### config.mk
export PLATFORM = sky130hd
export DESIGN_NAME = url_percent_decoder
export DESIGN_NICKNAME = d
export VERILOG_FILES = /design/src/hw/rtl/udec_pkg.sv /design/src/hw/rtl/udec_front.sv /design/src/hw/rtl/udec_fifo.sv /design/src/hw/rtl/udec_back.sv /design/src/hw/rtl/url_percent_decoder.sv
export SDC_FILE = /design/constraint.sdc
export NUM_CORES = 1
export LEC_CHECK = 0
export CORE_ASPECT_RATIO = 0.8
export CORE_MARGIN = 2
export CORE_UTILIZATION = 55
export DETAILED_ROUTE_END_ITERATION = 7
export DONT_BUFFER_PORTS = 1
export PLACE_DENSITY_LB_ADDON = 0.12
export SETUP_SLACK_MARGIN = 0.4
export SLEW_MARGIN = 30
export SYNTH_ARGS = -nofsm -noshare
export SYNTH_HDL_FRONTEND = slang
export SYNTH_SLANG_ARGS = --single-unit
### constraint.sdc
create_clock -name clk -period 3.06 [get_ports clk]
set_input_delay 0.612 -clock clk [delete_from_list [all_inputs] [get_ports clk]]
set_output_delay 0.612 -clock clk [all_outputs]
set_load 0.02 [all_outputs]
### src/hw/rtl/udec_pkg.sv
// Package for the URL percent decoder: character codes, phase type,
// the command beat passed from front to back, and hex helpers.
// No dependencies.
package udec_pkg;

    localparam int QUEUE_DEPTH = 4;

    localparam logic [7:0] CHAR_PERCENT = 8'h25;
    localparam logic [7:0] CHAR_PLUS    = 8'h2B;
    localparam logic [7:0] CHAR_SPACE   = 8'h20;
    localparam logic [7:0] CHAR_ZERO    = 8'h30;
    localparam logic [7:0] CHAR_NINE    = 8'h39;
    localparam logic [7:0] CHAR_UP_A    = 8'h41;
    localparam logic [7:0] CHAR_UP_F    = 8'h46;
    localparam logic [7:0] CHAR_LO_A    = 8'h61;
    localparam logic [7:0] CHAR_LO_F    = 8'h66;
    localparam logic [7:0] HEX_TEN      = 8'd10;

    // Escape phase: idle, '%' seen, '%' plus one digit seen.
    typedef enum logic [1:0] {
        PH_IDLE  = 2'd0,
        PH_PCT   = 2'd1,
        PH_DIGIT = 2'd2
    } phase_t;

    // One classified input byte: up to three output bytes in order.
    typedef struct packed {
        logic [1:0] cnt;
        logic [7:0] b0;
        logic [7:0] b1;
        logic [7:0] b2;
        logic       last;
    } udec_cmd_t;

    function automatic logic is_hex(input logic [7:0] c);
        is_hex = (c >= CHAR_ZERO && c <= CHAR_NINE) ||
                 (c >= CHAR_UP_A && c <= CHAR_UP_F) ||
                 (c >= CHAR_LO_A && c <= CHAR_LO_F);
    endfunction

    function automatic logic [3:0] hex_val(input logic [7:0] c);
        logic [7:0] t;
        if (c >= CHAR_LO_A)
        begin
            t = c - CHAR_LO_A + HEX_TEN;
        end
        else if (c >= CHAR_UP_A)
        begin
            t = c - CHAR_UP_A + HEX_TEN;
        end
        else
        begin
            t = c - CHAR_ZERO;
        end
        hex_val = t[3:0];
    endfunction

endpackage

### src/hw/rtl/udec_front.sv
// Front end of the URL percent decoder: tracks the escape phase and
// turns each accepted byte into a command of zero to three output bytes.
// Depends on udec_pkg.
module udec_front
    import udec_pkg::*;
(
    input  logic       clk,
    input  logic       rst_n,
    input  logic       accept,
    input  logic [7:0] in_byte,
    input  logic       in_last,
    output udec_cmd_t  cmd,
    output logic       cmd_valid
);

    phase_t     phase_reg;
    phase_t     phase_next;
    logic [7:0] held_reg;

    logic       c_hex;
    logic       c_pct_open;
    logic [7:0] idle_b;
    logic [1:0] idle_n;
    phase_t     idle_phase;

    assign c_hex      = is_hex(in_byte);
    assign c_pct_open = (in_byte == CHAR_PERCENT) && !in_last;

    // Byte handled from idle: a '%' that is not last opens an escape.
    always_comb
    begin
        idle_b     = (in_byte == CHAR_PLUS) ? CHAR_SPACE : in_byte;
        idle_n     = c_pct_open ? 2'd0 : 2'd1;
        idle_phase = c_pct_open ? PH_PCT : PH_IDLE;
    end

    // Next state
    always_comb
    begin
        unique case (phase_reg)
            PH_PCT:   phase_next = (c_hex && !in_last) ? PH_DIGIT : idle_phase;
            PH_DIGIT: phase_next = c_hex ? PH_IDLE : idle_phase;
            default:  phase_next = idle_phase;
        endcase
    end

    // Outputs
    always_comb
    begin
        cmd.b0   = idle_b;
        cmd.b1   = idle_b;
        cmd.b2   = idle_b;
        cmd.cnt  = idle_n;
        cmd.last = in_last;
        unique case (phase_reg)
            PH_PCT:
            begin
                if (c_hex && !in_last)
                begin
                    cmd.cnt = 2'd0;
                end
                else
                begin
                    cmd.b0  = CHAR_PERCENT;
                    cmd.cnt = 2'd1 + idle_n;
                end
            end
            PH_DIGIT:
            begin
                if (c_hex)
                begin
                    cmd.b0  = {hex_val(held_reg), hex_val(in_byte)};
                    cmd.cnt = 2'd1;
                end
                else
                begin
                    cmd.b0  = CHAR_PERCENT;
                    cmd.b1  = held_reg;
                    cmd.cnt = 2'd2 + idle_n;
                end
            end
            default:
            begin
                cmd.cnt = idle_n;
            end
        endcase
    end

    assign cmd_valid = accept && (cmd.cnt != 2'd0);

    always_ff @(posedge clk or negedge rst_n)
    begin
        if (!rst_n)
        begin
            phase_reg <= PH_IDLE;
        end
        else if (accept)
        begin
            phase_reg <= phase_next;
        end
    end

    // Hold the first digit of a pending escape.
    always_ff @(posedge clk or negedge rst_n)
    begin
        if (!rst_n)
        begin
            held_reg <= '0;
        end
        else if (accept && phase_reg == PH_PCT && c_hex && !in_last)
        begin
            held_reg <= in_byte;
        end
    end

    a_last_closes: assert property (@(posedge clk) disable iff (!rst_n)
        accept && in_last |=> phase_reg == PH_IDLE)
        else $error("escape left open after last byte");

    a_last_emits: assert property (@(posedge clk) disable iff (!rst_n)
        accept && in_last |-> cmd_valid)
        else $error("last byte produced no output");

endmodule

### src/hw/rtl/udec_fifo.sv
// Command queue between front and back of the URL percent decoder.
// Depends on udec_pkg.
module udec_fifo
    import udec_pkg::*;
#(
    parameter int DEPTH = QUEUE_DEPTH
)
(
    input  logic      clk,
    input  logic      rst_n,
    input  logic      wr_en,
    input  udec_cmd_t wr_data,
    input  logic      rd_en,
    output udec_cmd_t rd_data,
    output logic      full,
    output logic      nonempty
);

    localparam int PW = (DEPTH > 1) ? $clog2(DEPTH) : 1;
    localparam int CW = $clog2(DEPTH + 1);

    udec_cmd_t       mem [DEPTH];
    logic [PW-1:0]   wptr_reg;
    logic [PW-1:0]   rptr_reg;
    logic [CW-1:0]   count_reg;
    logic [CW-1:0]   count_next;

    function automatic logic [PW-1:0] bump(input logic [PW-1:0] p);
        bump = (p == PW'(DEPTH - 1)) ? '0 : p + 1'b1;
    endfunction

    assign full     = (count_reg == CW'(DEPTH));
    assign nonempty = (count_reg != '0);
    assign rd_data  = mem[rptr_reg];

    always_comb
    begin
        count_next = count_reg;
        if (wr_en && !rd_en)
        begin
            count_next = count_reg + 1'b1;
        end
        else if (rd_en && !wr_en)
        begin
            count_next = count_reg - 1'b1;
        end
    end

    always_ff @(posedge clk or negedge rst_n)
    begin
        if (!rst_n)
        begin
            wptr_reg  <= '0;
            rptr_reg  <= '0;
            count_reg <= '0;
        end
        else
        begin
            if (wr_en)
            begin
                wptr_reg <= bump(wptr_reg);
            end
            if (rd_en)
            begin
                rptr_reg <= bump(rptr_reg);
            end
            count_reg <= count_next;
        end
    end

    always_ff @(posedge clk)
    begin
        if (wr_en)
        begin
            mem[wptr_reg] <= wr_data;
        end
    end

    a_no_overrun: assert property (@(posedge clk) disable iff (!rst_n)
        !(wr_en && full) && !(rd_en && !nonempty))
        else $error("queue overrun or underrun");

endmodule

### src/hw/rtl/udec_back.sv
// Back end of the URL percent decoder (depends on udec_pkg): walks
// each command into the output reg, one byte per cycle while popped.
module udec_back
    import udec_pkg::*;
(
    input  logic       clk,
    input  logic       rst_n,
    input  udec_cmd_t  head,
    input  logic       head_valid,
    output logic       head_done,
    input  logic       pop,
    output logic       empty,
    output logic [7:0] out_byte,
    output logic       out_last
);

    logic [1:0] idx_reg;
    logic       ovalid_reg;
    logic [7:0] obyte_reg;
    logic       olast_reg;
    logic       load;
    logic       at_end;
    logic [7:0] sel_byte;

    assign load      = head_valid && (!ovalid_reg || pop);
    assign at_end    = (idx_reg == head.cnt - 2'd1);
    assign head_done = load && at_end;

    always_comb
    begin
        case (idx_reg)
            2'd0:    sel_byte = head.b0;
            2'd1:    sel_byte = head.b1;
            default: sel_byte = head.b2;
        endcase
    end

    always_ff @(posedge clk or negedge rst_n)
    begin
        if (!rst_n)
        begin
            idx_reg    <= '0;
            ovalid_reg <= 1'b0;
        end
        else
        begin
            if (load)
            begin
                idx_reg <= at_end ? 2'd0 : idx_reg + 2'd1;
            end
            if (load)
            begin
                ovalid_reg <= 1'b1;
            end
            else if (pop)
            begin
                ovalid_reg <= 1'b0;
            end
        end
    end

    always_ff @(posedge clk)
    begin
        if (load)
        begin
            obyte_reg <= sel_byte;
            olast_reg <= head.last && at_end;
        end
    end

    assign empty    = !ovalid_reg;
    assign out_byte = obyte_reg;
    assign out_last = olast_reg;

    a_idx_in_range: assert property (@(posedge clk) disable iff (!rst_n)
        head_valid |-> idx_reg < head.cnt)
        else $error("byte index past end of command");

    a_idx_idle: assert property (@(posedge clk) disable iff (!rst_n)
        !head_valid |-> idx_reg == 2'd0)
        else $error("byte index not rewound with queue empty");

endmodule

### src/hw/rtl/url_percent_decoder.sv
// URL percent decoder, top level. Depends on udec_pkg, udec_front,
// udec_fifo and udec_back.
// A decoded byte is queued, then loaded into the output register, where empty low shows it.
// One input beat per cycle while not full; the back end emits one output beat per cycle
// while popped, so a broken escape yielding three bytes stalls input while the queue fills.
// Reset (rst_n low, asynchronous) clears the escape phase, queue and output valid.
module url_percent_decoder
    import udec_pkg::*;
#(
    parameter int DEPTH = QUEUE_DEPTH
)
(
    input  logic       clk,
    input  logic       rst_n,
    input  logic       push,
    output logic       full,
    input  logic [7:0] in_byte,
    input  logic       in_last,
    output logic       empty,
    input  logic       pop,
    output logic [7:0] out_byte,
    output logic       out_last
);

    // Input beat is taken whenever the command queue has room, even if
    // the byte produces no output (the first two bytes of an escape).
    logic      accept;
    udec_cmd_t front_cmd;
    logic      front_valid;
    udec_cmd_t head_cmd;
    logic      head_valid;
    logic      head_done;

    assign accept = push && !full;

    // Front: classify the byte against the escape phase.
    udec_front u_front (
        .clk       (clk),
        .rst_n     (rst_n),
        .accept    (accept),
        .in_byte   (in_byte),
        .in_last   (in_last),
        .cmd       (front_cmd),
        .cmd_valid (front_valid)
    );

    // Queue: decouple classification from byte-by-byte emission.
    udec_fifo #(
        .DEPTH (DEPTH)
    ) u_fifo (
        .clk      (clk),
        .rst_n    (rst_n),
        .wr_en    (front_valid),
        .wr_data  (front_cmd),
        .rd_en    (head_done),
        .rd_data  (head_cmd),
        .full     (full),
        .nonempty (head_valid)
    );

    // Back: advance through each command into the output register.
    udec_back u_back (
        .clk        (clk),
        .rst_n      (rst_n),
        .head       (head_cmd),
        .head_valid (head_valid),
        .head_done  (head_done),
        .pop        (pop),
        .empty      (empty),
        .out_byte   (out_byte),
        .out_last   (out_last)
    );

endmodule

==> results of run 1 <==
## cell families (layout without fill, tap and decap cells)
logic type	count (synthesis)	count (layout)	synth area share [%]
AO/OA/AOI/OAI	55	55	5.95
XOR/XNOR	8	8	1.16
adder cells (fa/ha/maj)	17	17	3.66
buffers and inverters	46	82	3.16
flip-flops	137	137	66.7
multiplexers	44	44	13.3
AND/OR/NAND/NOR	63	63	6.01
## critical path: stages (launching register included)
cell and delay (ns):
dfrtp_2 0.38, mux4_2 0.54, xnor2_2 0.20, nor2_1 0.07, a22oi_2 0.25, nor2b_2 0.09
inv_2 0.08, ha_4 0.13, inv_2 0.03, fa_2 0.32, xor2_1 0.14, nor2_1 0.12
xor2_1 0.15
## power by group through the flow
stage                     Clock, mW  Combinational, mW  Sequential, mW
after floorplan                   0               1.23            2.74
after global placement            0               1.67            2.78
after detailed placement          0               1.69            2.79
after CTS                      2.07               1.73            2.76
after global routing           2.16               1.93            2.80
final                          2.04               1.78            2.76
## placed cells by master (no fill, tap or decap), types with 2 or more instances in the layout
| master | n |
|---|---|
| nor3_1 | 2 |
| clkinv_2 | 4 |
| buf_12 | 4 |
| nand2_1 | 18 |
| a21o_1 | 2 |
| ha_2 | 2 |
| inv_1 | 21 |
| nor2_1 | 10 |
| edfxtp_1 | 117 |
| and2_1 | 2 |
| xor2_1 | 4 |
| clkbuf_8 | 2 |
| nand3_1 | 5 |
| clkbuf_16 | 17 |
| mux2i_1 | 3 |
| a22oi_1 | 9 |
| mux4_2 | 27 |
| mux2_4 | 2 |
| a21oi_1 | 7 |
| nor3b_1 | 2 |
| ha_1 | 12 |
| nor4_1 | 2 |
| inv_2 | 4 |
| buf_4 | 19 |
| o21ai_0 | 21 |
| ha_4 | 2 |
| and2_2 | 6 |
| mux2_2 | 12 |
| nor2b_1 | 4 |
| xnor2_1 | 3 |
| dfrtp_1 | 19 |
| bufinv_16 | 3 |
| clkbuf_1 | 4 |
## metal layers
metal,vias up,track usage [%]
met4,0,5.37
li1,1457,-
met3,4,7.04
met5,-,0
met1,1722,32.9
met2,105,31.3
## final cells by class
type / count / area [um2] / area share [%]
multi-input cells: 187 / 1860 / 26.6
clock inverters: 9 / 123 / 1.76
well taps: 144 / 180 / 2.58
clock buffers: 23 / 468 / 6.70
inverters: 26 / 110 / 1.58
repair buffers: 24 / 228 / 3.26
flip-flops and latches: 137 / 4020 / 57.5
## cell usage after synthesis (2+ instances only)
library cell,number
nor3b_1,2
mux2_2,12
nor2b_1,5
mux2_4,2
nor4_1,2
o21ai_0,22
inv_1,26
and2_2,6
a21o_1,2
ha_1,16
mux2i_1,3
a21oi_1,7
dfrtp_1,20
nand3_1,5
nor2_1,10
and2_1,2
buf_2,5
mux4_2,27
xor2_1,4
nand2_1,18
a22oi_1,9
xnor2_1,4
nor3_1,2
clkbuf_1,12
edfxtp_1,117
## repair_timing
| action | 4_1_cts | 5_1_grt |
|---|---|---|
| hold buffers | 1 | 0 |
| cloned | 0 | 0 |
| pin swaps | 1 | 7 |
| setup endpoints to repair | 2 | 110 |
| endpoints found under the hold margin | 20 | 0 |
| setup buffers | 1 | 5 |
| gates resized for setup | 2 | 4 |
## worst paths after layout
kind / cells after the start / to / startpoint
worst max-delay path: 12 / u_fifo.count_reg[2]$_DFFE_PN0P_ / u_fifo.rptr_reg[0]$_DFFE_PN0P_
worst min-delay path: 1 / u_back.idx_reg[0]$_DFFE_PN0P_ / rst_n
worst max register to register: 12 / u_fifo.count_reg[2]$_DFFE_PN0P_ / u_fifo.rptr_reg[0]$_DFFE_PN0P_
worst min register to register: 1 / u_fifo.count_reg[2]$_DFFE_PN0P_ / u_fifo.count_reg[2]$_DFFE_PN0P_
max in group asynchronous: 1 / u_fifo.rptr_reg[0]$_DFFE_PN0P_ / rst_n
min in group clk: 0 / u_fifo.mem[1][5]$_DFFE_PP_ / in_byte[4]
==> impl_metrics.toml, run 1 <==
[logic_synthesis]
synthArstFlopShare_pct = 14.6
synth_cell_types = 55
ys_seq_area_share_pct = 66.7
syn_area_um2 = 6020
synth_nets = 400
synth_edf_count = 117
synth_area_per_cell_um2 = 16.3
ys_ff_latch = 137
netlist_top_cells_area = "edfxtp_1, mux4_2, dfrtp_1"
yosys.area.top_type = "edfxtp_1"
synth_top_area_share_pct = 58.4
ys.flop_type = "edfxtp_1"
synth_cells = 370
synth_warnings = 0

[placement]
pre_cts_ws_ns = 0.0481
gp_routability_congestion = 0.832
place_area_um2 = 6330
portBuffers = 0
hpwlAfterDp_um = 7420
dpl.cell_count = 511

[die]
io_pins = 24
die_y_um = 97.6
dieArea_um2 = 11800
initial_utilization_pct = 55.9
rows = 34
core_um2 = 10800
die_x_um = 121

[global_route]
antenna_found_initial = 0
grt_usage_pct = 21.9
grt_max_degree = 28
grt.overflow.total = 0
grt_pass1_wl_um = 18500
grt_pass1_vias = 3223

[setup_path]
reg2reg_setup_slack_ns = 0.47
crit_type = "register to register"
crit_arrival_ns = 2.92
required_ns = 3.39
path_max_fanout = 3
crit_path_end_kind = "register"
worst_setup_path_start_kind = "register"

[sta]
tightest_slew_ns = 0.628
period_share_pct = 84.6
tns_ns = 0
rsz0062_at_grt = "true"
drv_slew = 0
hold_slack_ns = 0.168
slew-limit-headroom_pct = 57.7
hold_viol_final = 0
finalClockSkew_ns = 0.0141
setup-violations-final = 0
fmax_mhz = 386
post-route-min-period_ns = 2.59
fin_ws_ns = 0.470

[routing]
num_vias = 3288
dr.max_layer_used = "met4"
drtIter0Drc = 281
drc = 0
routedWlPerCell_um = 21.6
dr_wl_met3_um = 691
drtPass1Iterations = 5
wl_met1_um = 5650
wl_um = 11900
wl_met2_um = 5500
via_per_inst = 5.98
ant_nets = 0

[clock_network]
clock_sinks = 137
path_clk_slew_ns = 0.06
cts_tree = "done"
cts-root-buf = "clkbuf_16"
worstSkewPairLatency_ns = 0.42
htreeDepth = 4
clockBufferDepth = 2
cts-buffers-inserted = 17

[pwr]
p_leak_nw = 2.50
p_seq_share_pct = 41.9
pwr-share-comb_pct = 27.1
power.share.clock_pct = 31.0
power_density_nw_per_um2 = 943
p_int_mw = 4.71
p_total_mw = 6.58
peakVddDrop_mv = 0.519
power.share.switching_pct = 28.5
switchingPower_mw = 1.88

[hold_path]
hold_path_class = "input port to async pin"

[cells_and_area]
stdcell_area_um2 = 6980
final_cells = 550
area_delta_synth_final_pct = 16.0
largest_reg_flops = 108
fillers = 741
antenna_cells = 0
fin_nets = 423
postLayoutCoreUtil_pct = 64.8
drive_gt1_share_pct = 29.8

[outcome]
status = "completed"

[job]
max-cap-violations = 0
(Power assumes the default switching activity.)
==> run 2: changes to the inputs <==
Clock period 3.06 ns to 2.2 ns, I/O delays scaled along.
==> impl_metrics.toml, run 2 (synthesis gave the netlist of run 1 again) <==
[die]
die_y_um = 97.6
rows = 34
io_pins = 24
die_x_um = 121
core_um2 = 10800
initial_utilization_pct = 55.9
dieArea_um2 = 11800

[cells_and_area]
largest_reg_flops = 108
drive_gt1_share_pct = 48.4
antenna_cells = 0
fillers = 559
layout_common_cells = "edfxtp_1, buf_4, mux4_2"
area_delta_synth_final_pct = 38.3
final_common_cell = "edfxtp_1"
final_cells = 617
fin_nets = 490

[sta]
hold_slack_ns = -0.0246
period_share_pct = 119
fin_ws_ns = -0.408
rsz0062_at_grt = "true"
post-route-min-period_ns = 2.61
slew-limit-headroom_pct = 66.8
tightest_slew_ns = 0.498
fmax_mhz = 383
drv_slew = 0
setup-violations-final = 110
hold_viol_final = 20
finalClockSkew_ns = 0.0109

[setup_path]
slowest_delay_ns = 0.52
crit_type = "register to register"
worstReg2RegStart = "u_fifo.rptr_reg[0]$_DFFE_PN0P_"
path_buf_inv = 3
reg2reg_setup_slack_ns = -0.41
r2r_cells = 12
worst_setup_path_start_kind = "register"
r2r-end = "u_fifo.count_reg[2]$_DFFE_PN0P_"
critPathTopFamily = "multiplexers"
path_max_fanout = 3
crit_arrival_ns = 2.95
cp_cell_sequence = "buf_4 > mux4_2 > and2_4 > a22oi_2 > nor2b_2 > inv_2 > ha_4 > inv_2 > fa_2 > xor2_1 > nor2_1 > xor2_1"
required_ns = 2.55
slowest_stage = "mux4_2"
crit_path_end_kind = "register"

[routing]
num_vias = 3704
drc = 0
drtIter0Drc = 364
via_per_inst = 6.00
routedWlPerCell_um = 25.1
ant_nets = 0
wl_um = 15500
drtPass1Iterations = 4

[pwr]
peakVddDrop_mv = 0.720
p_leak_nw = 3.10
power_density_nw_per_um2 = 1280
p_total_mw = 10.7

[clock_network]
worstSkewPairLatency_ns = 0.42
cts-buffers-inserted = 17
htreeDepth = 4
clockBufferDepth = 2
path_clk_slew_ns = 0.06
cts-root-buf = "clkbuf_16"
cts_tree = "done"
clock_sinks = 137

[global_route]
antenna_found_initial = 0
grt_pass1_vias = 3790
grt.overflow.total = 0
grt_usage_pct = 27.6
grt_pass1_wl_um = 23000
grt_max_degree = 28

[placement]
gp_routability_congestion = 0.843
portBuffers = 0
hpwlAfterDp_um = 8360
dpl.cell_count = 549

[outcome]
status = "finished, violations left"
failed_checks = "negative hold slack, negative setup slack"

[hold_path]
hold_path_class = "input port to async pin"

[job]
max-cap-violations = 0
==> run 2: cell types whose count changed in the layout (fill, tap and decap cells not counted), moves of 5 or more <==
cell | previous run | this run
and2_2 | 6 | 1
buf_16 | 0 | 9
mux2_4 | 2 | 11
nand2_1 | 18 | 10
o21ai_0 | 21 | 11
buf_12 | 4 | 18
buf_6 | 0 | 20
buf_4 | 19 | 43
nand2_4 | 0 | 6
and2_4 | 0 | 6
o21ai_4 | 0 | 5
mux2_2 | 12 | 3
==> run 2: layout make-up <==
cell class                 instances  area, um2  area share [%]
multi-input combinational        187       2190            26.3
clock buffer                      21        470            5.65
timing repair buffer              91       1160            14.0
sequential                       137       4020            48.3
inverter                          26        113            1.35
tap                              144        180            2.17
clock inverter                    11        190            2.29
==> run 2: worst reg2reg max path, delay by kind of cell (launching register included) <==
| family | cells | cell delay, ns |
|---|---|---|
| AND/OR/NAND/NOR | 3 | 0.39 |
| XOR/XNOR | 2 | 0.32 |
| flip-flops | 1 | 0.39 |
| AO/OA/AOI/OAI | 1 | 0.17 |
| buffers and inverters | 3 | 0.25 |
| multiplexers | 1 | 0.52 |
| adder cells (fa/ha/maj) | 2 | 0.48 |
==> run 2: power by group <==
part,internal [mW],leakage [nW],switching (mW)
combinational,1.96,1.49,1.67
clock,2.10,0.313,1.08
sequential,3.52,1.30,0.338
==> run 2: stage by stage <==
stage                     util, %  area, um2  hold slack, ns  TNS [ns]  setup WS (ns)
after floorplan                 -       6100           0.144    -54.35         -0.664
after global placement       62.2       6700           0.145    -48.07         -0.567
after detailed placement     62.2       6700           0.145    -53.19         -0.654
after CTS                    75.1       8080           0.100     -3.76         -0.369
after global routing         77.3       8320          0.0107    -13.95         -0.537
final                        77.3       8320         -0.0246     -5.45         -0.408
==> run 2: how the worst max path moves through the flow <==
| stage | start | endpoint | slack (ns) | cells after the start |
|---|---|---|---|---|
| floorplan | in_byte[1] | u_fifo.count_reg[2]$_DFFE_PN0P_ | -0.66 | 14 |
| global placement | in_byte[1] | u_fifo.count_reg[2]$_DFFE_PN0P_ | -0.57 | 13 |
| detailed placement | in_byte[1] | u_fifo.count_reg[2]$_DFFE_PN0P_ | -0.65 | 13 |
| CTS | u_fifo.rptr_reg[0]$_DFFE_PN0P_ | u_fifo.count_reg[2]$_DFFE_PN0P_ | -0.37 | 12 |
| global route | u_fifo.rptr_reg[0]$_DFFE_PN0P_ | u_fifo.count_reg[2]$_DFFE_PN0P_ | -0.54 | 12 |
| finish | u_fifo.rptr_reg[0]$_DFFE_PN0P_ | u_fifo.count_reg[2]$_DFFE_PN0P_ | -0.41 | 12 |
==> run 2: timing repair <==
action                                 4_1_cts  5_1_grt
buffers inserted                            21        5
hold buffers                                 1        0
endpoints found under the hold margin       20        0
pin swaps                                   17        9
resized for setup                           65       39
setup endpoints to repair                  166      198
cloned                                       9        0
==> run 2: per-layer routing <==
| layer | global-route usage, % | wire length (um) | vias to the layer above |
|---|---|---|---|
| met2 | 43.8 | 7810 | 151 |
| met5 | 0 | 0 | - |
| li1 | - | - | 1597 |
| met1 | 38.1 | 6530 | 1940 |
| met4 | 9.39 | 199 | 0 |
| met3 | 6.16 | 915 | 16 |
